==> config.mk <==
export PLATFORM = sky130hd
export DESIGN_NAME = utf8_to_utf16_decoder
export DESIGN_NICKNAME = d
export VERILOG_FILES = /design/src/rtl/u2u_pkg.sv /design/src/rtl/utf8_to_utf16_decoder.sv /design/src/rtl/u2u_decode.sv /design/src/rtl/u2u_out_queue.sv
export SDC_FILE = /design/constraint.sdc
export NUM_CORES = 1
export LEC_CHECK = 0
export ABC_AREA = 1
export BUFFER_PORTS_ARGS = -buffer_cell sky130_fd_sc_hd__buf_2
export CAP_MARGIN = 30
export CORE_AREA = 5 5 98 146
export CTS_CLUSTER_SIZE = 24
export DETAILED_ROUTE_END_ITERATION = 8
export DIE_AREA = 0 0 103 151
export GPL_ROUTABILITY_DRIVEN = 0
export SYNTH_ARGS = -nofsm -noshare
export SYNTH_HDL_FRONTEND = slang
export SYNTH_SLANG_ARGS = --single-unit
==> constraint.sdc <==
create_clock -name clk -period 2.6 [get_ports clk]
set_input_delay 0.26 -clock clk [delete_from_list [all_inputs] [get_ports clk]]
set_output_delay 0.26 -clock clk [all_outputs]
set_load 0.02 [all_outputs]
==> src/rtl/u2u_pkg.sv <==
// shared beat types, constants and code-point helpers for the utf-8 to utf-16 decoder
package u2u_pkg;

	// result queue depth; one decoded byte pushes at most two units
	localparam int unsigned QDepth = 4;
	localparam int unsigned QAw    = $clog2(QDepth);
	localparam int unsigned QCw    = $clog2(QDepth + 1);

	localparam logic [15:0] ReplChar  = 16'hFFFD;
	localparam logic [20:0] SuppBase  = 21'h10000;
	localparam logic [15:0] HiSurBase = 16'hD800;
	localparam logic [5:0]  LoSurTag  = 6'b110111;

	// lead byte limits
	localparam logic [7:0] Lead1Max = 8'h7F;
	localparam logic [7:0] Lead2Max = 8'hDF;
	localparam logic [7:0] Lead3Max = 8'hEF;
	localparam logic [7:0] Lead4Max = 8'hF7;
	localparam logic [1:0] ContTag  = 2'b10;

	typedef struct packed {
		logic [7:0] data_byte;
		logic       end_of_string;
	} in_beat_t;

	typedef struct packed {
		logic [15:0] code_unit;
		logic        is_replacement;
		logic        last_of_run;
	} out_beat_t;

	// what the decoder hands to the result queue for one byte
	typedef struct packed {
		logic      first;
		logic      second;
		out_beat_t unit0;
		out_beat_t unit1;
	} dec_push_t;

	function automatic out_beat_t mk_unit(logic [15:0] cu, logic repl, logic last);
		out_beat_t u;
		u.code_unit      = cu;
		u.is_replacement = repl;
		u.last_of_run    = last;
		return u;
	endfunction

endpackage

==> src/rtl/utf8_to_utf16_decoder.sv <==
// top level of the utf-8 byte stream to utf-16 code unit decoder
//
//   channel  | valid       | stall       | payload
//   ---------+-------------+-------------+--------------------------------
//   bytes    | byte_valid  | byte_stall  | byte_data (in_beat_t)
//   units    | unit_valid  | unit_stall  | unit_data (out_beat_t)
//
// one byte beat a cycle while byte_stall is low: input register, then decode logic
// into a four-entry queue; a byte's first unit passes the input register and the
// queue before it is offered, and a low surrogate follows its high half
// byte_stall rises only while the queue holds more than two units
// arst_n clears the sequence state, the input register and the queue
module utf8_to_utf16_decoder import u2u_pkg::*; (
	input  logic      clk,
	input  logic      arst_n,
	input  logic      byte_valid,
	output logic      byte_stall,
	input  in_beat_t  byte_data,
	output logic      unit_valid,
	input  logic      unit_stall,
	output out_beat_t unit_data
);

	logic           valid_s1;
	in_beat_t       beat_s1;
	logic           room;
	logic           fire;
	logic           take;
	dec_push_t      push;
	logic [QCw-1:0] level;

	assign fire       = valid_s1 & room;
	assign byte_stall = valid_s1 & ~room;
	assign take       = byte_valid & ~byte_stall;

	// input register
	always_ff @(posedge clk or negedge arst_n) begin
		if (!arst_n) begin
			valid_s1 <= 1'b0;
		end else if (take || fire) begin
			valid_s1 <= take;
		end
	end

	always_ff @(posedge clk) begin
		if (take) begin
			beat_s1 <= byte_data;
		end
	end

	u2u_decode u_dec (
		.clk    (clk),
		.arst_n (arst_n),
		.fire   (fire),
		.beat   (beat_s1),
		.push   (push)
	);

	u2u_out_queue u_q (
		.clk    (clk),
		.arst_n (arst_n),
		.push   (push),
		.room   (room),
		.valid  (unit_valid),
		.stall  (unit_stall),
		.data   (unit_data),
		.level  (level)
	);

	// queue never overfills
	a_level: assert property (@(posedge clk) disable iff (!arst_n)
		level <= QCw'(QDepth))
		else $error("result queue overfilled");

	// units only pushed when two slots are free
	a_push_room: assert property (@(posedge clk) disable iff (!arst_n)
		push.first |-> level <= QCw'(QDepth - 2))
		else $error("push without room");

	// replacement flag only on the replacement character
	a_repl: assert property (@(posedge clk) disable iff (!arst_n)
		unit_valid && unit_data.is_replacement |-> unit_data.code_unit == ReplChar)
		else $error("replacement flag on other unit");

	// a unit that is not last is a surrogate
	a_high: assert property (@(posedge clk) disable iff (!arst_n)
		unit_valid && !unit_data.last_of_run |-> unit_data.code_unit[15:11] == 5'b11011)
		else $error("non-final unit is not a surrogate");

endmodule

==> src/rtl/u2u_decode.sv <==
// sequence state and per-byte decode into up to two utf-16 units
module u2u_decode import u2u_pkg::*; (
	input  logic      clk,
	input  logic      arst_n,
	input  logic      fire,
	input  in_beat_t  beat,
	output dec_push_t push
);

	logic [1:0]  rem_q;
	logic [20:0] acc_q;
	logic        sv_q;

	logic [1:0]  rem_n;
	logic [20:0] acc_n;
	logic        sv_n;
	logic [20:0] acc_sh;
	logic [20:0] cp_off;
	logic [7:0]  c;

	// code point with this byte's payload shifted in, and its offset above the bmp
	assign c      = beat.data_byte;
	assign acc_sh = {acc_q[14:0], c[5:0]};
	assign cp_off = acc_sh - SuppBase;

	// next state and results for the byte in the input register
	always_comb begin
		rem_n = rem_q;
		acc_n = acc_q;
		sv_n  = sv_q;
		push  = '0;
		if (rem_q == 2'd0) begin
			if (c <= Lead1Max) begin
				push.first = 1'b1;
				push.unit0 = mk_unit({8'h00, c}, 1'b0, 1'b1);
			end else if (c <= Lead2Max) begin
				acc_n = {16'h0, c[4:0]};
				rem_n = 2'd1;
				sv_n  = 1'b1;
			end else if (c <= Lead3Max) begin
				acc_n = {17'h0, c[3:0]};
				rem_n = 2'd2;
				sv_n  = 1'b1;
			end else if (c <= Lead4Max) begin
				acc_n = {18'h0, c[2:0]};
				rem_n = 2'd3;
				sv_n  = 1'b1;
			end else begin
				push.first = 1'b1;
				push.unit0 = mk_unit(ReplChar, 1'b1, 1'b1);
			end
		end else begin
			sv_n  = sv_q & (c[7:6] == ContTag);
			acc_n = acc_sh;
			rem_n = rem_q - 2'd1;
			if (rem_n == 2'd0) begin
				push.first = 1'b1;
				if (!sv_n) begin
					push.unit0 = mk_unit(ReplChar, 1'b1, 1'b1);
				end else if (acc_n[20:16] == 5'd0) begin
					push.unit0 = mk_unit(acc_n[15:0], 1'b0, 1'b1);
				end else begin
					// surrogate pair, high half first
					push.second = 1'b1;
					push.unit0  = mk_unit(HiSurBase + {5'd0, cp_off[20:10]}, 1'b0, 1'b0);
					push.unit1  = mk_unit({LoSurTag, cp_off[9:0]}, 1'b0, 1'b1);
				end
				acc_n = '0;
				sv_n  = 1'b1;
			end
		end
		// end of string cuts any open sequence and clears state
		if (beat.end_of_string) begin
			if (rem_n != 2'd0) begin
				push.first  = 1'b1;
				push.second = 1'b0;
				push.unit0  = mk_unit(ReplChar, 1'b1, 1'b1);
			end
			rem_n = '0;
			acc_n = '0;
			sv_n  = 1'b1;
		end
		if (!fire) begin
			push.first  = 1'b0;
			push.second = 1'b0;
		end
	end

	// sequence state
	always_ff @(posedge clk or negedge arst_n) begin
		if (!arst_n) begin
			rem_q <= '0;
			acc_q <= '0;
			sv_q  <= 1'b1;
		end else if (fire) begin
			rem_q <= rem_n;
			acc_q <= acc_n;
			sv_q  <= sv_n;
		end
	end

endmodule

==> src/rtl/u2u_out_queue.sv <==
// small result queue taking one or two units a cycle and giving one a beat
module u2u_out_queue import u2u_pkg::*; (
	input  logic      clk,
	input  logic      arst_n,
	input  dec_push_t push,
	output logic      room,
	output logic      valid,
	input  logic      stall,
	output out_beat_t data,
	output logic [QCw-1:0] level
);

	out_beat_t       mem [QDepth];
	logic [QAw-1:0]  wr_q;
	logic [QAw-1:0]  rd_q;
	logic [QCw-1:0]  cnt_q;
	logic            pop;
	logic [QCw-1:0]  n_push;
	logic [QAw-1:0]  wr_p1;

	assign valid  = (cnt_q != '0);
	assign data   = mem[rd_q];
	assign pop    = valid & ~stall;
	assign room   = (cnt_q <= QCw'(QDepth - 2));
	assign level  = cnt_q;
	assign wr_p1  = wr_q + QAw'(1);
	assign n_push = QCw'(push.first) + QCw'(push.second);

	// storage
	always_ff @(posedge clk) begin
		if (push.first) begin
			mem[wr_q] <= push.unit0;
		end
		if (push.second) begin
			mem[wr_p1] <= push.unit1;
		end
	end

	// pointers and fill count
	always_ff @(posedge clk or negedge arst_n) begin
		if (!arst_n) begin
			wr_q  <= '0;
			rd_q  <= '0;
			cnt_q <= '0;
		end else begin
			wr_q  <= wr_q + QAw'(n_push);
			rd_q  <= rd_q + QAw'(pop);
			cnt_q <= cnt_q + n_push - QCw'(pop);
		end
	end

endmodule

==> run metrics, run 1 <==
outcome finished, final reports clean; root buf cell clkbuf_16; NumNets Final ~700; TritonCTS buffer count 9; Area Growth Syn to Fin 10.75%; gr ovfl total 0; CTS Sinks between 100 and 150; number of buffer and inverter instances along the worst setup path 3; Synth Net Count around 700; Crit Path Category flop to flop; total power 6.984 mW; Post-Syn Instances 662; Synthesis Warnings 0; fin. max-slew vios 0; Min Hold Slack 0.08941 ns; die area between 15,000 and 20,000 um2; Worst Setup SP u_dec.acc_q[10]; Final setup viols 0; Least-Margin Pin Slew 0.7338 ns; post_cts resized 0; vias in the first global route 4,461; Final Critical Period ~2.4 ns; Post-Route M1 WL around 5800 um; post-route ant nets 0; Met2 Wirelength between 7000 and 8000 um; clk buf depth 2; Fin. Hold Viols 0; post-synth cell types 36; Initial DRC Count 305; antenna violations before repair 0; core area 12,890 um2; most instantiated cells after synthesis nand2_1, nor2_1, edfxtp_1; ys flop type edfxtp_1; Post-synth EDFFs 73; CP required around 2.9 ns; Slew Limit Headroom 0.5090; die width a little over 100 um; top cell type's share of synthesized area 0.3860; Met3 Wirelength about 600 um; r2r startpoint u_dec.acc_q[10]; max incr delay on CP about 0.38 ns; Final TNS setup 0 ns; crit path cell chain inv_1 -> ha_1 -> nand3_1 -> nand3_4 -> inv_2 -> nor2_1 -> ha_1 -> inv_1 -> fa_1 -> xnor2_1 -> xor2_1; first-pass GRT wire length about 23,000 um; share of cells above drive strength 1 0.1614; Starting Density 0.4406; IO buf count 32; post-DP HPWL 10,280 um; FFs w/ async S/R, synth 0.2430; Power Density approximately 1100 nW/um2; clk_lat worst skew roughly 0.35 ns; largest net degree at the start of global routing 39; Critical Path AT between 2 and 3 ns; max layer used met4; Hold Path Class input pin to flop; period utilisation layout 0.9168; drc violations 0; via/cell ratio ~5.3; io pins 33; H-tree Lvls 3; clock slew at reported path FFs about 0.07 ns; Yosys top cell by area edfxtp_1; Crit Path Max Fanout 6; register area share after synthesis 0.5290; Detailed Routing Iterations Pass 1 5; Synth area leaders edfxtp_1, nand2_1, dfrtp_1; per-cell routed wire length approximately 17 um; Worst IR Drop VDD ~0.0006 V; unrepaired setup endpoints after global routing no; Die Ht 151 um; number of synthesized register bits 107; Max Cap Viol 0; antenna cell count 0; Pleak approximately 2.8 nW; Clock Skew about 0.0085 ns; CP Capture Type flop; CTS tree yes; syn avg cell area around 8.6 um2; filler instances 1,246; routed vias about 4,500; row count slightly above 50; FMAX about 420 MHz; most frequent cell after synthesis nand2_1; Startpoint Class flop; Min-Delay Startpoint byte_data[3]; final WL roughly 14,000 um; Crit-path slowest cell fa_1; Overall Global Routing Usage 0.1936; cell area after synthesis 5679 um2; Crit path max-delay family adder cells
## routing by layer
metal,track usage,up-vias
met2,0.3339,131
met4,0.08555,0
met1,0.2368,2111
li1,-,2240
met5,0,-
met3,0.02765,33
## cell families (layout without fill, tap and decap cells)
| logic type | Yosys count | count (layout) | synth area share |
|---|---|---|---|
| adder cells (fa/ha/maj) | 7 | 7 | 0.01674 |
| flip-flops | 107 | 107 | 0.5290 |
| AND/OR/NAND/NOR | 344 | 344 | 0.2739 |
| buffers and inverters | 97 | 129 | 0.07292 |
| AO/OA/AOI/OAI | 101 | 101 | 0.09826 |
| XOR/XNOR | 6 | 6 | 0.009253 |
## flip-flops by register name, summed over array words and instances, names as in the netlist
register     count
u_q.wr_q         2
valid_s1         1
u_q.level        3
u_q.mem         72
u_dec.acc_q     15
u_dec.sv_q       1
beat_s1          9
u_q.rd_q         2
u_dec.rem_q      2
## where the power goes
part / internal [mW] / total, mW / switching, mW / leakage (nW)
logic: 0.886 / 3.13 / 2.24 / 1.52
registers: 2.28 / 2.51 / 0.226 / 1.08
clock network: 0.744 / 1.35 / 0.605 / 0.147
total: 3.91 / 6.98 / 3.07 / 2.75
## timing repair
item,CTS,global route
endpoints found under the hold margin,25,0
buffers inserted,0,3
hold buffers,1,0
endpoints found under the setup margin,0,1
## stage by stage
stage          worst slack, ns    util  cells  area [um2]
3_5_place_dp            0.1401  0.4628    833        5966
2_1_floorplan           0.4365       -    662        5679
3_3_place_gp            0.2535  0.4628    833        5966
5_1_grt                0.02804  0.4880    853        6290
6_report                0.2164  0.4880    853        6290
4_1_cts                 0.1220  0.4862    850        6267
## final timing paths
check	end	slack, ns	cells past startpoint
hold reg to reg	u_dec.sv_q	0.50	2
max in group asynchronous	u_dec.acc_q[13]	1.77	2
setup reg to reg	u_q.level[2]	0.22	11
setup / recovery	u_q.level[2]	0.22	11
min in group asynchronous	u_q.level[2]	0.44	2
hold / removal	beat_s1[3]	0.09	1
## cells in the final DEF, fill, tap and decap left out, types with 2 or more instances in the layout
| cell | n |
|---|---|
| a21oi_1 | 10 |
| a21oi_2 | 6 |
| buf_2 | 32 |
| buf_4 | 14 |
| clkbuf_16 | 9 |
| clkinv_2 | 4 |
| dfrtp_1 | 25 |
| dfxtp_1 | 8 |
| edfxtp_1 | 73 |
| ha_1 | 6 |
| inv_1 | 47 |
| inv_2 | 14 |
| inv_4 | 4 |
| nand2_1 | 185 |
| nand2_2 | 6 |
| nand3_1 | 42 |
| nand3_4 | 5 |
| nand4_1 | 11 |
| nor2_1 | 75 |
| nor2_2 | 6 |
| nor2_4 | 4 |
| nor3_1 | 6 |
| o211ai_1 | 3 |
| o21ai_0 | 57 |
| o21ai_1 | 8 |
| o22ai_1 | 16 |
| xnor2_1 | 2 |
| xor2_1 | 4 |
## layout make-up
class                           instances  area (um2)  area share
Clock buffer                            9       225.2     0.03581
Clock inverter                          7       66.31     0.01054
Inverter                               66       259.0     0.04118
Multi-Input combinational cell        458        2261      0.3595
Sequential cell                       107        3004      0.4776
Tap cell                              159       198.9     0.03163
Timing Repair Buffer                   47       275.3     0.04376
Power figures use the tool's default switching activity.
==> inputs of run 2 (changes only) <==
Settings changed: CORE_AREA 5 5 98 146 to 2 2 101 151, DIE_AREA 0 0 103 151 to 0 0 103 153.
==> run 2 against run 1 <==
Compared with the run above:
- critical path depth is the same
- via count grew 0.29%
- maximum frequency barely moved
- clock power is 4% higher
- sequential cell count is the same
- final cell count grew 4.3%
- non-clock buffer count unchanged
- wire length down 0.51%
- critical path type unchanged
==> run metrics, run 2 (synthesized netlist as in run 1, its figures left out) <==
outcome finished, final reports clean; per-cell routed wire length 15.81 um (-4.6%); Seq. cell area 3004 um2 (unchanged); post_cts resized 0 (unchanged); Detailed Routing Iterations Pass 1 5 (unchanged); unrepaired setup endpoints after global routing no; Least-Margin Pin Slew 0.7543 ns (+0.02050 ns); drc violations 0 (unchanged); Worst IR Drop VDD 0.0004127 V (-29%); Critical Path AT 2.66 ns (about the same); Clock power frac 0.200 (+0.007); CTS Sinks 107 (unchanged); H-tree Lvls 3 (unchanged); post-route ant nets 0 (unchanged); clk_lat worst skew 0.35 ns (about the same); total power 7.024 mW (+0.57%); Initial DRC Count 351 (+15%); Worst R2R Setup Slack 0.22 ns (about the same); most frequent cells in the layout nand2_1, nor2_1, edfxtp_1, o21ai_0, inv_1; R2R depth 11 (unchanged); R2R Path End u_q.level[2]; first-pass GRT wire length 22,560 um (-2.7%); area occupied by multi-input gates 2261 um2 (unchanged); Final setup viols 0 (unchanged); row count 54 (+5.9%); antenna violations before repair 0 (unchanged); clock slew at reported path FFs 0.07 ns (about the same); CTS tree yes; IO buf count 32 (unchanged); io pins 33 (unchanged); largest net degree at the start of global routing 39 (unchanged); CP Capture Type flop; Final TNS setup 0 ns (unchanged); Starting Density 0.3928 (-0.04781); Min Hold Slack 0.08201 ns (-0.007395 ns); internal power 3.948 mW (+0.93%); max reg flops 72 (unchanged); share of cells above drive strength 1 0.1614 (unchanged); final WL 14,070 um (-0.51%); biggest regs u_q.mem: 72 flops, u_dec.acc_q: 15 flops, beat_s1: 9 flops; r2r startpoint u_dec.acc_q[10]; TritonCTS buffer count 9 (unchanged); die area 15,760 um2 (+1.3%); core area 14,460 um2 (+12%); Comb power frac 0.443 (-0.005); Area Growth Syn to Fin 11.76%; Slew Limit Headroom 0.4953 (-0.01372); root buf cell clkbuf_16; Startpoint Class flop; period utilisation layout 0.9172 (about the same); sw frac 0.4379 (-0.001969); Psw 3.075 mW (+0.12%); Final Critical Period 2.385 ns (+0.001020 ns); Max Cap Viol 0 (unchanged); via/cell ratio 5.088 (-3.9%); Die Ht 153 um (+1.3%); Pleak 2.750 nW (about the same); sequential power share 0.357 (-0.002); Hold Path Class input pin to flop; Overall Global Routing Usage 0.1867 (-0.006875); vias in the first global route 4,332 (-2.9%); Fin. Hold Viols 0 (unchanged); post-DP HPWL 10,290 um (+0.10%); clk buf depth 2 (unchanged); CP required 2.87 ns (about the same); FMAX 419.3 MHz (about the same); Biggest register u_q.mem; Clock Skew 0.007312 ns (-0.001195 ns); NumNets Final 709 (unchanged); Worst Hold Endpoint beat_s1[3]; Min-Delay Startpoint byte_data[3]; Crit Path Category flop to flop; Power Density 1107 nW/um2 (-0.34%); Crit Path Max Fanout 6 (unchanged); worst hold stages 1 (unchanged); antenna cell count 0 (unchanged); commonest non-fill, non-tap cell in the layout nand2_1; filler instances 1,469 (+18%); gr ovfl total 0 (unchanged); routed vias 4,528 (+0.29%); fin. max-slew vios 0 (unchanged); die width 103 um (unchanged)
run 2: worst max-delay path by stage:
stage                     from  slack (ns)      endpoint  cells past startpoint
6_report       u_dec.acc_q[10]        0.22  u_q.level[2]                     11
5_1_grt        u_dec.acc_q[10]        0.01  u_q.level[2]                     11
4_1_cts        u_dec.acc_q[10]        0.14  u_q.level[2]                     11
3_5_place_dp   u_dec.acc_q[10]        0.16  u_q.level[2]                     11
3_3_place_gp   u_dec.acc_q[10]        0.27  u_q.level[2]                     11
2_1_floorplan   u_dec.rem_q[1]        0.44  u_q.level[2]                      8
run 2: cell type report:
class,count,area share
Tap cell,196,0.03864
Multi-Input combinational cell,458,0.3562
Sequential cell,107,0.4733
Timing Repair Buffer,47,0.04337
Clock inverter,5,0.009462
Clock buffer,11,0.03824
Inverter,66,0.04080
run 2: critical path: stages (launching register included):
cell	delay, ns
dfrtp_1	0.36
inv_1	0.13
ha_1	0.26
nand3_1	0.22
nand3_4	0.18
inv_2	0.06
nor2_1	0.16
ha_1	0.18
inv_1	0.05
fa_1	0.37
xnor2_1	0.18
xor2_1	0.16
run 2: timing repair:
| item | 4_1_cts | 5_1_grt |
|---|---|---|
| endpoints found under the setup margin | 0 | 1 |
| endpoints found under the hold margin | 25 | 0 |
| hold buffers | 1 | 0 |
| setup buffers | 0 | 4 |
run 2: power groups by stage:
stage,Combinational (mW),Clock [mW],Sequential (mW)
floorplan,2.27,0,2.47
global placement,3.07,0,2.53
detailed placement,3.13,0,2.54
CTS,3.15,1.43,2.51
global route,3.47,1.50,2.54
finish,3.11,1.41,2.50
run 2: metrics by stage:
step           setup slack, ns  instances  cell area [um2]  utilization
2_1_floorplan           0.4365        662             5679            -
3_3_place_gp            0.2704        869             6005       0.4153
3_5_place_dp            0.1588        869             6005       0.4153
4_1_cts                 0.1402        886             6317       0.4369
5_1_grt                0.01474        890             6347       0.4390
6_report                0.2154        890             6347       0.4390
run 2: routing by layer:
layer,global-route usage,part of all wire
met4,0.08020,0.031
met1,0.2262,0.40
met2,0.3182,0.52
met3,0.03475,0.046
met5,0,0
==> inputs of run 3 (changes only) <==
Settings changed: RECOVER_POWER set to 50.
==> run 3 against run 2 <==
Compared with the run above:
- clock power is essentially flat
- worst hold slack lost 0.0039 ns
- power shrank 0.77%
- die area is the same
- maximum frequency shrank 1.4%
- worst setup slack lost 0.033 ns
- sequential power is essentially flat
- sequential share of layout area grew 0.26 points
- register-to-register slack lost 0.03 ns
- highest routed layer unchanged
==> run metrics, run 3 (synthesized netlist as in run 1, its figures left out) <==
outcome finished, final reports clean; Area Growth Syn to Fin 11.15%; clk buf depth 2 (unchanged); Non-Filler Instances 890 (unchanged); io pins 33 (unchanged); clock slew at reported path FFs 0.07 ns (about the same); CP required 2.70 ns (-0.17 ns); row count 54 (unchanged); placed instance count 869 (unchanged); fin util 0.4366 (-0.002423); Starting Density 0.3928 (unchanged); Slew Limit Headroom 0.04370 (-0.4516); Hold Path Class input pin to flop; Worst R2R Setup Slack 0.18 ns (-0.03 ns); Final setup viols 0 (unchanged); per-cell routed wire length 15.87 um (+0.35%); max reg flops 72 (unchanged); Startpoint Class flop; post_cts resized 0 (unchanged); largest net degree at the start of global routing 39 (unchanged); r2r startpoint u_dec.acc_q[10]; Worst Hold Endpoint beat_s1[3]; crit path cell chain inv_1 -> ha_1 -> nand3_1 -> nand3_4 -> nor2_4 -> inv_2 -> nand2_1 -> inv_2 -> nor2_1; TritonCTS buffer count 9 (unchanged); Min-Delay Startpoint byte_data[3]; Max Cap Viol 0 (unchanged); unrepaired setup endpoints after global routing no; H-tree Lvls 3 (unchanged); Biggest register u_q.mem; final WL 14,120 um (+0.35%); DP Worst Slack 0.1588 ns (unchanged); die area 15,760 um2 (unchanged); Worst Setup SP u_dec.acc_q[10]; Pleak 2.707 nW (-1.5%); CP Capture Type flop; via/cell ratio 5.069 (-0.38%); NumNets Final 709 (unchanged); drc violations 0 (unchanged); Initial DRC Count 371 (+5.7%); max incr delay on CP 0.53 ns (+0.16 ns); most frequent cells in the layout nand2_1, nor2_1, edfxtp_1, o21ai_0, inv_1; routed vias 4,511 (-0.38%); IO buf count 32 (unchanged); Crit path max-delay family simple AND/OR/NAND/NOR gates; core area 14,460 um2 (unchanged); R2R depth 9 (-2); Detailed Routing Iterations Pass 1 6 (+1); Top cell by count, worst path inv_2; gr ovfl total 0 (unchanged); post-DP HPWL 10,290 um (unchanged); biggest regs u_q.mem: 72 flops, u_dec.acc_q: 15 flops, beat_s1: 9 flops; FMAX 413.6 MHz (-1.4%); Final Critical Period 2.418 ns (+0.03300 ns); vias in the first global route 4,332 (unchanged); worst hold stages 1 (unchanged); Crit-path slowest cell nand2_1; post-route ant nets 0 (unchanged); antenna violations before repair 0 (unchanged); Overall Global Routing Usage 0.1867 (unchanged); commonest non-fill, non-tap cell in the layout nand2_1; Power Density 1104 nW/um2 (-0.22%); period utilisation layout 0.9299 (+0.01269); Crit Path Category flop to flop; share of cells above drive strength 1 0.1354 (-0.02594); fin. max-slew vios 0 (unchanged); clk_lat worst skew 0.36 ns (about the same); CTS tree yes; fin worst setup slack 0.1824 ns (-0.03300 ns); Clock Skew 0.008075 ns (+0.0007626 ns); Worst IR Drop VDD 0.0004085 V (-1.0%); Critical Path AT 2.52 ns (-0.14 ns); Die Ht 153 um (unchanged); Final TNS setup 0 ns (unchanged); Fin. Hold Viols 0 (unchanged); Least-Margin Pin Slew 1.434 ns (+0.6801 ns); Crit Path Max Fanout 17 (+11); first-pass GRT wire length 22,560 um (unchanged); die width 103 um (unchanged); root buf cell clkbuf_16; antenna cell count 0 (unchanged); number of buffer and inverter instances along the worst setup path 3 (unchanged); R2R Path End u_q.mem[0][17]; CTS Sinks 107 (unchanged)
-- run 3: layer usage --
| layer | GRT usage | part of all wire | wire length (um) |
|---|---|---|---|
| met5 | 0 | 0 | 0 |
| met4 | 0.08020 | 0.032 | 453 |
| met3 | 0.03475 | 0.042 | 596 |
| met2 | 0.3182 | 0.52 | 7332 |
| met1 | 0.2262 | 0.41 | 5739 |
-- run 3: worst max-delay path by stage --
| stage | to | slack, ns | cells after the start |
|---|---|---|---|
| 6_report | u_q.mem[0][17] | 0.18 | 9 |
| 5_1_grt | u_q.mem[0][13] | 0.02 | 9 |
| 4_1_cts | u_q.level[2] | 0.14 | 11 |
| 3_5_place_dp | u_q.level[2] | 0.16 | 11 |
| 3_3_place_gp | u_q.level[2] | 0.27 | 11 |
| 2_1_floorplan | u_q.level[2] | 0.44 | 8 |
-- run 3: layout make-up --
| type | count | area, um2 |
|---|---|---|
| Clock inverter | 5 | 60.06 |
| Fill cell | 1475 | 8147 |
| Sequential cell | 107 | 3004 |
| Clock buffer | 11 | 242.7 |
| Tap cell | 196 | 245.2 |
| Inverter | 66 | 259.0 |
| Timing Repair Buffer | 47 | 249.0 |
| Multi-Input combinational cell | 458 | 2252 |
-- run 3: metrics by stage --
stage | total power [mW] | cell area, um2 | hold slack, ns
floorplan | 4.736 | 5679 | -0.03559
global placement | 5.600 | 6005 | 0.2928
finish | 6.970 | 6312 | 0.07813
CTS | 7.091 | 6317 | 0.07300
global route | 7.452 | 6312 | 0.07385
detailed placement | 5.674 | 6005 | 0.3043
-- run 3: what timing repair did --
item                                   4_1_cts  5_1_grt
endpoints found under the hold margin       25        0
setup endpoints to repair                    0        1
hold buffers                                 1        0
buffers inserted                             0        4
-- run 3: report_power, final --
part / switching [mW] / internal, mW / total, mW
combinational: 2.23 / 0.829 / 3.06
clock: 0.630 / 0.779 / 1.41
sequential: 0.222 / 2.28 / 2.50
total: 3.08 / 3.89 / 6.97
